==> config.mk <==
export PLATFORM = sky130hd
export DESIGN_NAME = edf_ready_set_selector
export DESIGN_NICKNAME = d
export VERILOG_FILES = /design/src/hw/rtl/edfrs_pkg.sv /design/src/hw/rtl/edf_ready_set_selector.sv /design/src/hw/rtl/edfrs_cell.sv
export SDC_FILE = /design/constraint.sdc
export NUM_CORES = 1
export LEC_CHECK = 0
export BUFFER_PORTS_ARGS = -buffer_cell sky130_fd_sc_hd__buf_2
export CAP_MARGIN = 10
export CELL_PAD_IN_SITES_DETAIL_PLACEMENT = 2
export CELL_PAD_IN_SITES_GLOBAL_PLACEMENT = 2
export CORE_AREA = 10 10 197 199
export CTS_CLUSTER_SIZE = 24
export DETAILED_ROUTE_END_ITERATION = 10
export DIE_AREA = 0 0 207 209
export GPL_TIMING_DRIVEN = 0
export PLACE_DENSITY = 0.77
export SETUP_SLACK_MARGIN = 0.4
export SYNTH_ARGS = -nofsm -noshare
export SYNTH_HDL_FRONTEND = slang
export SYNTH_HIERARCHICAL = 1
export SYNTH_SLANG_ARGS = --single-unit
export TNS_END_PERCENT = 10
==> constraint.sdc <==
create_clock -name clock -period 2.6 [get_ports clock]
set_input_delay 0.52 -clock clock [delete_from_list [all_inputs] [get_ports clock]]
set_output_delay 0.52 -clock clock [all_outputs]
set_load 0.005 [all_outputs]
==> src/hw/rtl/edfrs_pkg.sv <==
// shared types and constants for the edf ready set selector
package edfrs_pkg;

   localparam int TASK_COUNT_DEF = 4;
   localparam int MODE_W         = 2;
   localparam int TASK_W         = 2;
   localparam int DL_W           = 32;

   typedef enum logic [MODE_W-1:0] {
      MODE_ENQ = 2'd0,
      MODE_REM = 2'd1,
      MODE_DEQ = 2'd2
   } mode_type;

   typedef enum logic [1:0] {
      ST_IDLE,
      ST_SCAN,
      ST_FINISH
   } state_type;

   typedef struct packed {
      logic enq_en;
      logic rem_mode;
      logic clr_en;
   } cell_ctrl_type;

endpackage

==> src/hw/rtl/edf_ready_set_selector.sv <==
// Earliest-deadline-first ready set: TASK_COUNT task cells in a row. Enqueue writes the
// addressed cell at accept and then, like the unused mode three, goes to the finish state,
// where its all-zero result is loaded once the output register is free. Remove and dequeue
// send a candidate (found, id, deadline) down the row one cell per cycle; each cell replaces
// it with itself when it is ready and earlier (dequeue) or addressed (remove). When the scan
// has passed every cell the last cell holds the winner, which is cleared while the result
// register is loaded. Items are handled one at a time; a new item is taken while the
// previous result still waits in the output register, and a finished item waits only if
// that register is still stalled.
module edf_ready_set_selector
   import edfrs_pkg::*;
#(
   parameter int TASK_COUNT = TASK_COUNT_DEF
) (
   input  logic              clock,
   input  logic              reset,
   input  logic              req_valid,
   output logic              req_stall,
   input  logic [MODE_W-1:0] req_mode,
   input  logic [TASK_W-1:0] req_task_id,
   input  logic [DL_W-1:0]   req_deadline,
   output logic              rsp_valid,
   input  logic              rsp_stall,
   output logic              rsp_found,
   output logic [TASK_W-1:0] rsp_chosen_task,
   output logic [DL_W-1:0]   rsp_chosen_deadline
);

   localparam int IDX_W = $clog2(TASK_COUNT);

   state_type               state_ff, state_in;
   logic [IDX_W-1:0]        cnt_ff, cnt_in;
   logic                    scan_ff, scan_in;
   logic                    rem_ff, rem_in;
   logic [TASK_COUNT-1:0]   hit_ff, hit_in;
   logic                    rsp_valid_ff, rsp_valid_in;
   logic                    rsp_found_ff, rsp_found_in;
   logic [TASK_W-1:0]       rsp_task_ff, rsp_task_in;
   logic [DL_W-1:0]         rsp_dl_ff, rsp_dl_in;

   logic                    accept;
   logic                    out_free;
   logic                    scan_done;
   logic                    win_have;
   logic [IDX_W-1:0]        win_id;
   logic [DL_W-1:0]         win_dl;
   logic [TASK_COUNT-1:0]   hit_now;
   logic [TASK_COUNT-1:0]   sel_vec;
   cell_ctrl_type           ctrl;

   logic                    cand_have [0:TASK_COUNT];
   logic [IDX_W-1:0]        cand_id   [0:TASK_COUNT];
   logic [DL_W-1:0]         cand_dl   [0:TASK_COUNT];

   assign accept    = req_valid && !req_stall;
   assign out_free  = !rsp_valid_ff || !rsp_stall;
   assign scan_done = (cnt_ff == IDX_W'(TASK_COUNT - 1));

   // ids at or beyond TASK_COUNT hit no cell
   for (genvar i = 0; i < TASK_COUNT; i++) begin : g_hit
      assign hit_now[i] = (int'(req_task_id) == i);
   end

   assign cand_have[0] = 1'b0;
   assign cand_id[0]   = '0;
   assign cand_dl[0]   = '0;

   for (genvar i = 0; i < TASK_COUNT; i++) begin : g_cell
      edfrs_cell #(
         .IDX_W   (IDX_W),
         .CELL_ID (i)
      ) u_cell (
         .clock          (clock),
         .reset          (reset),
         .ctrl           (ctrl),
         .sel            (sel_vec[i]),
         .enq_deadline   (req_deadline),
         .win_id         (win_id),
         .cand_have_prev (cand_have[i]),
         .cand_id_prev   (cand_id[i]),
         .cand_dl_prev   (cand_dl[i]),
         .cand_have_next (cand_have[i+1]),
         .cand_id_next   (cand_id[i+1]),
         .cand_dl_next   (cand_dl[i+1])
      );
   end

   assign win_have = cand_have[TASK_COUNT];
   assign win_id   = cand_id[TASK_COUNT];
   assign win_dl   = cand_dl[TASK_COUNT];

   // next state
   always_comb begin
      state_in = state_ff;
      unique case (state_ff)
         ST_IDLE: begin
            if (accept) begin
               if (req_mode == MODE_REM || req_mode == MODE_DEQ) begin
                  state_in = ST_SCAN;
               end else begin
                  state_in = ST_FINISH;
               end
            end
         end
         ST_SCAN: begin
            if (scan_done) begin
               state_in = ST_FINISH;
            end
         end
         ST_FINISH: begin
            if (out_free) begin
               state_in = ST_IDLE;
            end
         end
         default: state_in = ST_IDLE;
      endcase
   end

   // outputs of the state machine
   always_comb begin
      req_stall     = 1'b1;
      ctrl.enq_en   = 1'b0;
      ctrl.rem_mode = rem_ff;
      ctrl.clr_en   = 1'b0;
      sel_vec       = hit_ff;
      unique case (state_ff)
         ST_IDLE: begin
            req_stall   = 1'b0;
            ctrl.enq_en = accept && (req_mode == MODE_ENQ);
            sel_vec     = hit_now;
         end
         ST_SCAN: begin
         end
         ST_FINISH: begin
            ctrl.clr_en = out_free && scan_ff && win_have;
         end
         default: begin
         end
      endcase
   end

   always_comb begin
      scan_in      = scan_ff;
      rem_in       = rem_ff;
      hit_in       = hit_ff;
      cnt_in       = '0;
      rsp_valid_in = rsp_valid_ff;
      rsp_found_in = rsp_found_ff;
      rsp_task_in  = rsp_task_ff;
      rsp_dl_in    = rsp_dl_ff;
      if (accept) begin
         scan_in = (req_mode == MODE_REM) || (req_mode == MODE_DEQ);
         rem_in  = (req_mode == MODE_REM);
         hit_in  = hit_now;
      end
      if (state_ff == ST_SCAN) begin
         cnt_in = cnt_ff + 1'b1;
      end
      if (rsp_valid_ff && !rsp_stall) begin
         rsp_valid_in = 1'b0;
      end
      if (state_ff == ST_FINISH && out_free) begin
         rsp_valid_in = 1'b1;
         rsp_found_in = scan_ff && win_have;
         rsp_task_in  = (scan_ff && win_have) ? TASK_W'(win_id) : '0;
         rsp_dl_in    = (scan_ff && win_have) ? win_dl : '0;
      end
   end

   always_ff @(posedge clock) begin
      if (reset) begin
         state_ff     <= ST_IDLE;
         cnt_ff       <= '0;
         rsp_valid_ff <= 1'b0;
      end else begin
         state_ff     <= state_in;
         cnt_ff       <= cnt_in;
         rsp_valid_ff <= rsp_valid_in;
      end
   end

   always_ff @(posedge clock) begin
      scan_ff      <= scan_in;
      rem_ff       <= rem_in;
      hit_ff       <= hit_in;
      rsp_found_ff <= rsp_found_in;
      rsp_task_ff  <= rsp_task_in;
      rsp_dl_ff    <= rsp_dl_in;
   end

   assign rsp_valid           = rsp_valid_ff;
   assign rsp_found           = rsp_found_ff;
   assign rsp_chosen_task     = rsp_task_ff;
   assign rsp_chosen_deadline = rsp_dl_ff;

endmodule

==> src/hw/rtl/edfrs_cell.sv <==
// one task slot: ready mark, deadline and one stage of the candidate chain
module edfrs_cell
   import edfrs_pkg::*;
#(
   parameter int IDX_W   = 2,
   parameter int CELL_ID = 0
) (
   input  logic              clock,
   input  logic              reset,
   input  cell_ctrl_type     ctrl,
   input  logic              sel,
   input  logic [DL_W-1:0]   enq_deadline,
   input  logic [IDX_W-1:0]  win_id,
   input  logic              cand_have_prev,
   input  logic [IDX_W-1:0]  cand_id_prev,
   input  logic [DL_W-1:0]   cand_dl_prev,
   output logic              cand_have_next,
   output logic [IDX_W-1:0]  cand_id_next,
   output logic [DL_W-1:0]   cand_dl_next
);

   logic              ready_ff, ready_in;
   logic [DL_W-1:0]   deadline_ff, deadline_in;
   logic              cand_have_ff, cand_have_in;
   logic [IDX_W-1:0]  cand_id_ff, cand_id_in;
   logic [DL_W-1:0]   cand_dl_ff, cand_dl_in;
   logic              take;
   logic              clr_hit;

   assign clr_hit = ctrl.clr_en && (win_id == IDX_W'(CELL_ID));

   // strict compare: an earlier cell keeps the slot on equal deadlines
   assign take = ready_ff &&
                 (ctrl.rem_mode ? sel : (!cand_have_prev || deadline_ff < cand_dl_prev));

   always_comb begin
      ready_in    = ready_ff;
      deadline_in = deadline_ff;
      if (ctrl.enq_en && sel) begin
         ready_in    = 1'b1;
         deadline_in = enq_deadline;
      end else if (clr_hit) begin
         ready_in = 1'b0;
      end
      if (take) begin
         cand_have_in = 1'b1;
         cand_id_in   = IDX_W'(CELL_ID);
         cand_dl_in   = deadline_ff;
      end else begin
         cand_have_in = cand_have_prev;
         cand_id_in   = cand_id_prev;
         cand_dl_in   = cand_dl_prev;
      end
   end

   always_ff @(posedge clock) begin
      if (reset) begin
         ready_ff     <= 1'b0;
         cand_have_ff <= 1'b0;
      end else begin
         ready_ff     <= ready_in;
         cand_have_ff <= cand_have_in;
      end
   end

   always_ff @(posedge clock) begin
      deadline_ff <= deadline_in;
      cand_id_ff  <= cand_id_in;
      cand_dl_ff  <= cand_dl_in;
   end

   assign cand_have_next = cand_have_ff;
   assign cand_id_next   = cand_id_ff;
   assign cand_dl_next   = cand_dl_ff;

endmodule

* Yosys cells after proc, flatten, opt, wreduce, memory -nomap -nowiden
Index checks and enable logic that the tools add are counted.
Word-level totals: register bits after elaboration 315, input port bits 40, output and inout port bits 37, logic and storage cells 118
Operators by class: add/sub/neg operators 1, order comparisons 3, equal/unequal tests 14, muxes and demuxes 31, bitwise logic cells 1, reduce and logical (&&, ||, !) cells 40
Operators by type and width (number):
- $lt A32 B32 Y1 | 3
- $mux W32 | 3
- $mux W1 | 22
- $logic_and A1 B1 Y1 | 19
- $eq A2 B2 Y1 const B | 7
- $reduce_bool A2 Y1 | 5
- $eq A2 B1 Y1 const B | 4
- $logic_not A2 Y1 | 4
- $mux W2 | 4
- $ne A2 B2 Y1 const B | 3
- $pmux W2 S3 | 1
- $logic_not A1 Y1 | 5
- $logic_or A1 B1 Y1 | 5
- $mux W4 | 1
- $reduce_and A3 Y1 | 1
- $add A2 B1 Y2 const B | 1
- $reduce_or A2 Y1 | 1
- $not A1 Y1 | 1

* Depth between registers and ports, before layout
Gate-level depths: netlist (run 1).
word-level depth 8, mapped depth 9, gate-level depth less buffers 8

* Cells and area by module
The synthesis (run 1) kept the hierarchy.
By module, submodules not included:
- edfrs_cell (g_cell[1].u_cell ...) | times used 2, cells each 228, area an instance 2916.5 µm², seq. area each 1681.6 µm²
- edfrs_cell (g_cell[0].u_cell) | times used 1, cells each 229, area an instance 2916.5 µm², seq. area each 1681.6 µm²
- edfrs_cell (g_cell[3].u_cell) | times used 1, cells each 228, area an instance 2914.0 µm², seq. area each 1681.6 µm²
- edf_ready_set_selector | times used 1, cells each 120, area an instance 1818.0 µm², seq. area each 1331.3 µm²

* Least setup slack after synthesis (run 1)
OpenSTA, ideal clock, no wires.
path kind input port to flip-flop, start in rsp_stall, end reg rsp_dl_ff[0] (netlist: rsp_chosen_deadline[0]) (enable), library setup time 439 ps, arrival time 2268 ps, data required time 2161 ps, slack -107 ps, cell stages on the path 1, path buffers 0, cell sequence a21oi_1
On the way: cells in the longest elaborated chain, start to end 3
RTL lines:
- start, declared | line edf_ready_set_selector.sv:23 | input logic rsp_stall,
- $logic_not A1 Y1 | line edf_ready_set_selector.sv:56 | assign out_free = !rsp_valid_ff || !rsp_stall;
- $logic_or A1 B1 Y1 | line edf_ready_set_selector.sv:56
- $logic_and A1 B1 Y1 | line edf_ready_set_selector.sv:162 | if (state_ff == ST_FINISH && out_free) begin
- end signal, assigned | line edf_ready_set_selector.sv:188 | rsp_dl_ff <= rsp_dl_in;
- end, declared | line edf_ready_set_selector.sv:39 | logic [DL_W-1:0] rsp_dl_ff, rsp_dl_in;
No other way between the ends. A chain may end at the register's enable or synchronous reset.

* Final worst setup path (run 1)
start reg g_cell[1].u_cell.deadline_ff[28], end reg g_cell[1].u_cell.cand_dl_ff[21]
On the way: cells in the longest elaborated chain, start to end 5
RTL lines:
- start, declared | line edfrs_cell.sv:23 | logic [DL_W-1:0] deadline_ff, deadline_in;
- start signal, assigned | line edfrs_cell.sv:67 | deadline_ff <= deadline_in;
- $lt A32 B32 Y1 | line edfrs_cell.sv:34 | (ctrl.rem_mode ? sel : (!cand_have_prev || deadline_ff < cand_dl_prev));
- $logic_or A1 B1 Y1 | line edfrs_cell.sv:34
- $mux W1 | line edfrs_cell.sv:34
- $logic_and A1 B1 Y1 | line edfrs_cell.sv:33 | assign take = ready_ff &&
- $mux W32 | line edfrs_cell.sv:45 | if (take) begin
- net g_cell[1].u_cell.cand_dl_in[21] | line edfrs_cell.sv:26 | logic [DL_W-1:0] cand_dl_ff, cand_dl_in;
- end signal, assigned | line edfrs_cell.sv:69 | cand_dl_ff <= cand_dl_in;
- end, declared | line edfrs_cell.sv:26
The timed path passes the listed nets, and every way through them passes these cells.

==> results of run 1 <==
[what timing repair did]
action / in CTS / in global routing
gates resized for setup: 144 / 166
buffers inserted: 30 / 7
gates cloned: 3 / 3
pin swaps: 40 / 22
hold endpoints to repair: 0 / 0
endpoints found under the setup margin: 266 / 233
[metrics by stage]
step	worst slack, ps	util	area [um^2]	cells	hold WS [ps]
floorplan	36.7	-	13700	1100	393
global placement	-972	0.419	14700	1637	394
detailed placement	-1120	0.421	14700	1639	406
CTS	138	0.485	17000	1736	196
global route	-91.3	0.508	17800	1746	213
finish	-45.5	0.509	17800	1747	215
[worst register-to-register path, stage by stage, from the launching register on]
cell	delay [ps]
edfxtp_1	480
ha_4	340
nand4_1	120
buf_6	160
nor4_4	340
nand2_1	180
a31oi_4	200
a31oi_4	60
buf_6	170
buf_12	150
mux2_1	330
[logic make-up after synthesis]
group / Yosys count
adders and majority gates: 127
DFF: 318
AOI/OAI and AO/OA: 133
buffers and inverters: 153
other: 1
and+or+nand+nor: 169
muxes: 132
[state kept, by name, summed over array words and instances (netlist names)]
name	flops
g_cell.u_cell/cand_id_next	8
g_cell.u_cell/cand_dl_next	128
rem_ff	1
rsp_chosen_deadline	32
rsp_found	1
scan_ff	1
g_cell.u_cell/cand_have_next	4
state_ff	2
g_cell.u_cell/deadline_ff	128
rsp_chosen_task	2
rsp_valid	1
cnt_ff	2
g_cell.u_cell/ready_ff	4
hit_ff	4
[area by class of cell]
class,instances,share of cell area
well taps,461,0.0324
repair buffers,121,0.0526
clock inverters,15,0.00723
clock buffers,49,0.0585
plain buffers,18,0.0147
multi-input cells,629,0.353
diodes,1,0.000140
inverters,135,0.0284
flip-flops and latches,318,0.453
[cell usage in the layout, fill, tap and decap left out, types with 11 or more instances in the layout]
| cell | n |
|---|---|
| a21oi_1 | 58 |
| clkbuf_1 | 12 |
| buf_4 | 23 |
| edfxtp_1 | 169 |
| inv_1 | 135 |
| mux2_2 | 13 |
| nand2_1 | 41 |
| buf_12 | 16 |
| nor2_1 | 19 |
| o21ai_0 | 14 |
| conb_1 | 68 |
| buf_2 | 76 |
| dfxtp_1 | 143 |
| and3_1 | 34 |
| mux2_4 | 117 |
| ha_1 | 103 |
| clkbuf_16 | 41 |
| nand4_1 | 16 |
| ha_4 | 24 |
| a21oi_2 | 11 |
[where the power goes]
| part | switching, uW | internal, uW | total [uW] |
|---|---|---|---|
| Sequential | 189 | 5600 | 5790 |
| Combinational | 847 | 722 | 1570 |
| Clock | 2250 | 2930 | 5180 |
[worst max path at each step]
stage,end,cells past startpoint
after floorplan,g_cell[0].u_cell/deadline_ff[0],3
after global placement,g_cell[0].u_cell/deadline_ff[11],4
after detailed placement,g_cell[1].u_cell/cand_dl_next[9],9
after CTS,g_cell[3].u_cell/cand_dl_next[26],9
after global routing,g_cell[3].u_cell/deadline_ff[19],3
final,g_cell[1].u_cell/cand_dl_next[21],10
[layer usage]
metal | global-route usage | wire (um)
met3 | 0.0282 | 1590
met4 | 0.0589 | 1420
met5 | 0 | 0
met1 | 0.209 | 19500
met2 | 0.346 | 26100
==> impl_results.md, run 1 <==
* Status: finished, violations left
* Failing checks: setup timing
* Hold_sp: req_deadline[12]
* Combinational family with the most area after synthesis: adder cells
* # rows at 69
* Worst setup margin at -45.5 ps
* Initial core utilization at 0.385
* Synthesis warning total at 6
* Core Region at 35,100 um^2
* Post-synth EDFFs at 169
* Sequential fraction of the synthesis area at 0.598
* Clk_lat worst skew at 560 ps
* Antenna violations before repair at 2
* CTS Sinks at 318
* DRT iter0 DRCs at 429
* Static Leak at 0.00744 uW
* CTS HTree Levels at 2
* Layout cell share with drive strength beyond 1 at 0.330
* I/O pin total at 77
* Area grow syn2layout at 32.2%
* Pre-antenna DRT Iters at 4
* Setup TNS at -268 ps
* Maximum number of pins on one net before global-route repair at 34
* CP Max Fanout at 10
* Worst Path Arrival at 3070 ps
* Post-synthesis mux area share at 0.110
* Mapped Area at 13,500 um^2
* Slew HR at 0.314
* Endpoints failing hold at 0
* Drt wl/cell at 27.8 um
* Slowest CP cell: edfxtp_1
* Gpl congestion at 0.797
* Worst hold path class: primary input to flop
* Period minus WS final at 2650 ps
* Root buf cell: clkbuf_16
* Power Density at 703 nW/um^2
* Adder-Cell Fraction of Synth Area at 0.118
* Area contributors post-synth: edfxtp_1, dfxtp_1, ha_1, mux2_2, mux2_1
* Worst setup EP type: flop
* Maximum vdd drop at 0.000430 V
* Final Routed Wirelength at 48,600 um
* Reg-to-Reg End: g_cell[1].u_cell/cand_dl_next[21]
* Crit Path Category: flop to flop
* Synth Area in Simple Gates at 0.0669
* GRT Total Usage at 0.185
* Slowest cell delay on critical path at 480 ps
* Worst-margin pin slew at 1030 ps
* Setup Viol. Count Final at 20
* Worst path required time at 3020 ps
* Area occupied by registers at 8070 um^2
* Die width at 207 um
* Total number of vias at 8,958
* RSZ-0062 raised after global routing: yes
* Netlist cell types at 38
* Max cap viols at 0
* WP buf/inv at 3
* CTS tree: done
* Post-Synth XOR/XNOR Area at 0
* Filler cell count at 3,275
* Hold depth at 1
* Pins Over Slew Limit at 0
* CTS max path bufs at 3
* IO Port Bufs at 76
* Top-count cell post-synth: edfxtp_1
* Critical path startpoint: g_cell[1].u_cell/deadline_ff[28]
* CP delay by family, top: simple AND/OR/NAND/NOR gates
* Ys flop type: edfxtp_1
* Achievable frequency at 378 MHz
* Vias per std cell at 5.13
* Area of the multi-input gates at 6300 um^2
* Total Power at 12,500 uW
* FFs w/ async S/R, synth at 0
* Post-route ant nets at 0
* Reg2Reg Depth at 10
* Register bit total from synthesis at 318
* Clock Skew at 25.0 ps
* Reg-to-Reg Start: g_cell[1].u_cell/deadline_ff[28]
* Synth Area in Compound Gates at 0.0577
* CP cell instances: ha_4, nand4_1, buf_6, nor4_4, nand2_1, a31oi_4, a31oi_4, buf_6, buf_12, mux2_1
* Avg Inst Size Synth at 13.1 um^2
* Total CTS buffers at 36
* Die area at 43,300 um^2
* Top cell type's share of synthesized area at 0.376
* Drt drc at 0
* Die Y at 209 um
* Fin crit share at 1.02
* Mapped Cells at 1,033
* Post-CTS Hold Buffers at 0
* CP startpoint kind: flop
* Clk pin slew, worst setup/hold paths at 70 ps
* First-pass GRT wire length at 61,800 um
* Cell taking the most area after synthesis: edfxtp_1
* Worst hold endpoint: g_cell[3].u_cell/deadline_ff[12]
* Grt ovf at 0
* Hpwl dp at 24,500 um
* Commonest cells in the synthesized netlist: edfxtp_1, dfxtp_1, inv_1, ha_1, a21oi_1
* R2R setup slack at -50 ps
* Nets@finish at 1,426
* Vias in the first global route at 10,100
(Power assumes the default switching activity.)
==> run 2: changes to the inputs <==
--- a/config.mk
+++ b/config.mk
@@ -14,8 +14,9 @@
 export DETAILED_ROUTE_END_ITERATION = 10
 export DIE_AREA = 0 0 207 209
 export GPL_TIMING_DRIVEN = 0
-export PLACE_DENSITY = 0.77
+export PLACE_DENSITY = 0.83
 export SETUP_SLACK_MARGIN = 0.4
+export SKIP_LAST_GASP = 1
 export SYNTH_ARGS = -nofsm -noshare
 export SYNTH_HDL_FRONTEND = slang
 export SYNTH_HIERARCHICAL = 1
==> impl_results.md, run 2 (synthesized netlist as in run 1, its figures left out) <==
* Drt wl/cell at 30.9 um
* Max cap viols at 0
* CP startpoint kind: flop
* Hpwl dp at 25,700 um
* Pins Over Slew Limit at 0
* Grt ovf at 0
* Clock Skew at 41.9 ps
* Pre-antenna DRT Iters at 5
* Slowest CP cell: edfxtp_1
* Core Region at 35,100 um^2
* CTS max path bufs at 3
* CTS Sinks at 318
* Slowest cell delay on critical path at 440 ps
* Post-route ant nets at 0
* Period minus WS final at 2710 ps
* Die width at 207 um
* Root buf cell: clkbuf_16
* Most frequent cells in the layout: edfxtp_1, dfxtp_1, inv_1
* Initial core utilization at 0.385
* Filler cell count at 3,296
* Clk_lat worst skew at 550 ps
* Setup Viol. Count Final at 80
* Worst Path Arrival at 3110 ps
* CP Max Fanout at 10
* Static Leak at 0.00714 uW
* Fin util at 0.494
* Hold depth at 1
* CP cell instances: ha_1, nand4_1, buf_4, nor2_2, a2bb2oi_2, a31oi_4, a31oi_4, buf_6, buf_12, mux2_2
* Failing checks: setup timing
* First-pass GRT wire length at 76,900 um
* CP dominant cell by count: a31oi_4
* Achievable frequency at 370 MHz
* CTS tree: done
* Antenna violations before repair at 1
* Worst-margin pin slew at 791 ps
* Layout cell share with drive strength beyond 1 at 0.305
* Die area at 43,300 um^2
* Fin crit share at 1.04
* Vias in the first global route at 10,900
* Worst hold path class: primary input to flop
* Gpl congestion at 0.770
* Status: finished, violations left
* CTS HTree Levels at 2
* Vias per std cell at 5.39
* Area grow syn2layout at 28.5%
* Reg2Reg Depth at 10
* Final Routed Wirelength at 53,700 um
* Total number of vias at 9,385
* Power Density at 749 nW/um^2
* Most common cell after layout, fill and taps aside: edfxtp_1
* # rows at 69
* Worst setup margin at -105 ps
* Maximum vdd drop at 0.000385 V
* Setup TNS at -4340 ps
* Die Y at 209 um
* Placed Area at 14,700 um^2
* Worst setup EP type: flop
* RSZ-0062 raised after global routing: yes
* Slew HR at 0.466
* I/O pin total at 77
* Endpoints failing hold at 0
* Worst path required time at 3000 ps
* Drt drc at 0
* Nets@finish at 1,421
* DRT iter0 DRCs at 639
* Crit Path Category: flop to flop
* Total CTS buffers at 35
* Clk pin slew, worst setup/hold paths at 70 ps
* Design Area, Final at 17,300 um^2
* Maximum number of pins on one net before global-route repair at 34
* IO Port Bufs at 76
* GRT Total Usage at 0.237
* Hold Slack at 216 ps
## run 2: cell count changes in the layout (fill, tap and decap cells not counted), sizes merged
cell / delta
and2: +1
buf: -3
bufinv: +4
clkbuf: -1
clkinv: -2
clkinvlp: -2
inv: -2
## run 2: critical path, delay by kind of cell (launching register included)
family	cells	cell delay (ps)
AOI/OAI and AO/OA	3	600
buffers and inverters	3	520
DFF	1	440
muxes	1	370
adders and majority gates	1	340
and+or+nand+nor	2	280
## run 2: cell type report
| type | count | area, um^2 | share of cell area |
|---|---|---|---|
| multi-input combinational | 630 | 5880 | 0.339 |
| tap | 461 | 577 | 0.0333 |
| inverter | 135 | 507 | 0.0292 |
| clock buffer | 50 | 1050 | 0.0609 |
| clock inverter | 13 | 191 | 0.0110 |
| buffer | 18 | 236 | 0.0136 |
| antenna | 1 | 2.50 | 0.000144 |
| sequential | 318 | 8070 | 0.466 |
| timing repair buffer | 116 | 811 | 0.0468 |
## run 2: where the power goes
group          switching (uW)  internal (uW)
registers                 205           5590
logic                     877            629
clock network            2340           3330
total                    3420           9550
## run 2: final timing paths
path | from | to | slack, ps
worst max register to register | g_cell[2].u_cell/deadline_ff[28] | g_cell[2].u_cell/cand_dl_next[15] | -110
worst min-delay path | req_deadline[22] | g_cell[3].u_cell/deadline_ff[22] | 220
worst min register to register | g_cell[2].u_cell/cand_id_next[0] | g_cell[3].u_cell/cand_id_next[0] | 450
worst max-delay path | g_cell[2].u_cell/deadline_ff[28] | g_cell[2].u_cell/cand_dl_next[15] | -110
## run 2: metrics by stage
step | total power [uW] | worst slack [ps] | instances
after detailed placement | 6850 | -1320 | 1638
after global routing | 13300 | -127 | 1742
after floorplan | 6410 | 36.7 | 1100
final | 13000 | -105 | 1742
after global placement | 6730 | -1180 | 1637
after CTS | 12600 | 88.5 | 1731
## run 2: what timing repair did
action,CTS,global route
cloned,2,2
hold buffers,0,0
hold endpoints to repair,0,0
gates resized for setup,149,41
pin swaps,37,22
buffers inserted,28,8
setup endpoints to repair,266,266
## run 2: metal layers
layer  vias up  global-route usage  part of all wire
met3       137              0.0415             0.046
li1       4063                   -                 -
met2       346               0.437              0.52
met1      4839               0.259              0.39
met5         -                   0                 0
met4         0               0.107             0.044
==> run 3: changes to the inputs <==
--- a/config.mk
+++ b/config.mk
@@ -9,12 +9,12 @@
 export CAP_MARGIN = 10
 export CELL_PAD_IN_SITES_DETAIL_PLACEMENT = 2
 export CELL_PAD_IN_SITES_GLOBAL_PLACEMENT = 2
-export CORE_AREA = 10 10 197 199
+export CORE_AREA = 10 10 234 169
 export CTS_CLUSTER_SIZE = 24
 export DETAILED_ROUTE_END_ITERATION = 10
-export DIE_AREA = 0 0 207 209
+export DIE_AREA = 0 0 244 179
 export GPL_TIMING_DRIVEN = 0
-export PLACE_DENSITY = 0.83
+export PLACE_DENSITY = 0.82
 export SETUP_SLACK_MARGIN = 0.4
 export SKIP_LAST_GASP = 1
 export SYNTH_ARGS = -nofsm -noshare
==> impl_results.md, run 3 (synthesized netlist as in run 1, its figures left out) <==
* Failing checks: setup timing
* Vias per std cell at 5.16
* Clk pin slew, worst setup/hold paths at 60 ps
* Nets@finish at 1,407
* Area of the multi-input gates at 5550 um^2
* Drt wl/cell at 26.1 um
* Setup TNS at -1140 ps
* Antenna violations before repair at 0
* Final Routed Wirelength at 45,700 um
* Area grow syn2layout at 24.1%
* RSZ-0062 raised after global routing: yes
* Endpoints failing hold at 0
* Inst Count DP at 1,657
* Maximum vdd drop at 0.000339 V
* GRT Total Usage at 0.207
* Vias in the first global route at 10,400
* Worst path required time at 3070 ps
* Post-route ant nets at 0
* DRT iter0 DRCs at 519
* Clk_lat worst skew at 550 ps
* Hold Slack at 216 ps
* Total Power at 12,000 uW
* First-pass GRT wire length at 67,600 um
* Core Region at 35,300 um^2
* Most frequent cells in the layout: edfxtp_1, dfxtp_1, inv_1
* Routed wl met2 at 23,000 um
* Crit Path Category: flop to flop
* WL met1 at 18,800 um
* Layout cell share with drive strength beyond 1 at 0.245
* Maximum number of pins on one net before global-route repair at 34
* Total CTS buffers at 35
* Clock Skew at 28.2 ps
* Worst Path Arrival at 3120 ps
* Hold_sp: req_deadline[6]
* CTS HTree Levels at 2
* Static Leak at 0.00691 uW
* Worst setup margin at -51.0 ps
* Die area at 43,700 um^2
* Die Y at 179 um
* Achievable frequency at 377 MHz
* Drt drc at 0
* Die width at 244 um
* Initial core utilization at 0.382
* CTS Sinks at 318
* IO Port Bufs at 76
* Status: finished, violations left
* Non-filler cells, final at 1,747
* Root buf cell: clkbuf_16
* Worst hold path class: primary input to flop
* Worst-margin pin slew at 1000 ps
* Pins Over Slew Limit at 0
* Period minus WS final at 2650 ps
* Worst setup EP type: flop
* Max cap viols at 0
* Critical path startpoint: state_ff[0]
* Setup Viol. Count Final at 54
* Slew HR at 0.331
* Most common cell after layout, fill and taps aside: edfxtp_1
* Total number of vias at 9,016
* Pre-antenna DRT Iters at 4
* # rows at 58
* Hpwl dp at 26,800 um
* R2R setup slack at -50 ps
* Gpl congestion at 0.807
* Grt ovf at 0
* Top Metal Used: met4
* Met3 wire len at 2170 um
* Area occupied by registers at 8060 um^2
* Reg-to-Reg Start: state_ff[0]
* CP startpoint kind: flop
* Power Density at 720 nW/um^2
* CP Max Fanout at 10
* Filler cell count at 3,375
* Fin crit share at 1.02
* I/O pin total at 77
* CTS max path bufs at 3
* CTS tree: done
[run 3: changes by cell type in the layout (fill, tap and decap cells not counted), sizes merged]
cell	previous run	this run
buf	127	114
clkbuf	57	67
bufinv	5	0
clkinv	6	2
and2	8	7
clkinvlp	2	1
[run 3: area by class of cell]
cell class,instances,area share
antenna,1,0.000150
buffer,18,0.0138
clock buffer,60,0.0648
clock inverter,3,0.00105
inverter,135,0.0303
multi-input combinational,629,0.332
sequential,318,0.482
tap,480,0.0359
timing repair buffer,103,0.0405
[run 3: worst paths after layout]
check | cells past startpoint | end
max | 9 | g_cell[0].u_cell/cand_dl_next[10]
min | 1 | g_cell[0].u_cell/deadline_ff[6]
max reg2reg | 9 | g_cell[0].u_cell/cand_dl_next[10]
min reg2reg | 1 | g_cell[3].u_cell/cand_id_next[0]
[run 3: where the power goes]
group | internal (uW) | total, uW | switching, uW
clock | 2830 | 4970 | 2140
combinational | 537 | 1300 | 765
sequential | 5600 | 5780 | 182
[run 3: per-stage QoR]
step / utilization / setup WS [ps] / instance area, um^2
5_1_grt: 0.474 / -133 / 16700
3_3_place_gp: 0.417 / -1270 / 14700
6_report: 0.474 / -51.0 / 16700
4_1_cts: 0.471 / 91.6 / 16600
2_1_floorplan: - / 36.7 / 13700
3_5_place_dp: 0.418 / -1570 / 14800
[run 3: repair_timing]
item | CTS | global route
hold buffers | 0 | 0
pin swaps | 22 | 2
gates cloned | 1 | 1
resized for setup | 104 | 15
setup endpoints to repair | 267 | 266
setup buffers | 22 | 2
[run 3: critical path, stage by stage, from the launching register on]
cell,delay [ps]
dfxtp_2,380
nor2_4,240
buf_4,180
mux2_2,220
o21ai_4,100
a2111oi_4,480
a31oi_2,190
a31oi_4,350
buf_6,240
mux2_2,180
[run 3: layer usage]
metal,global-route usage,up-vias
li1,-,4027
met1,0.241,4652
met2,0.373,249
met3,0.0351,88
met4,0.0883,0
met5,0,-
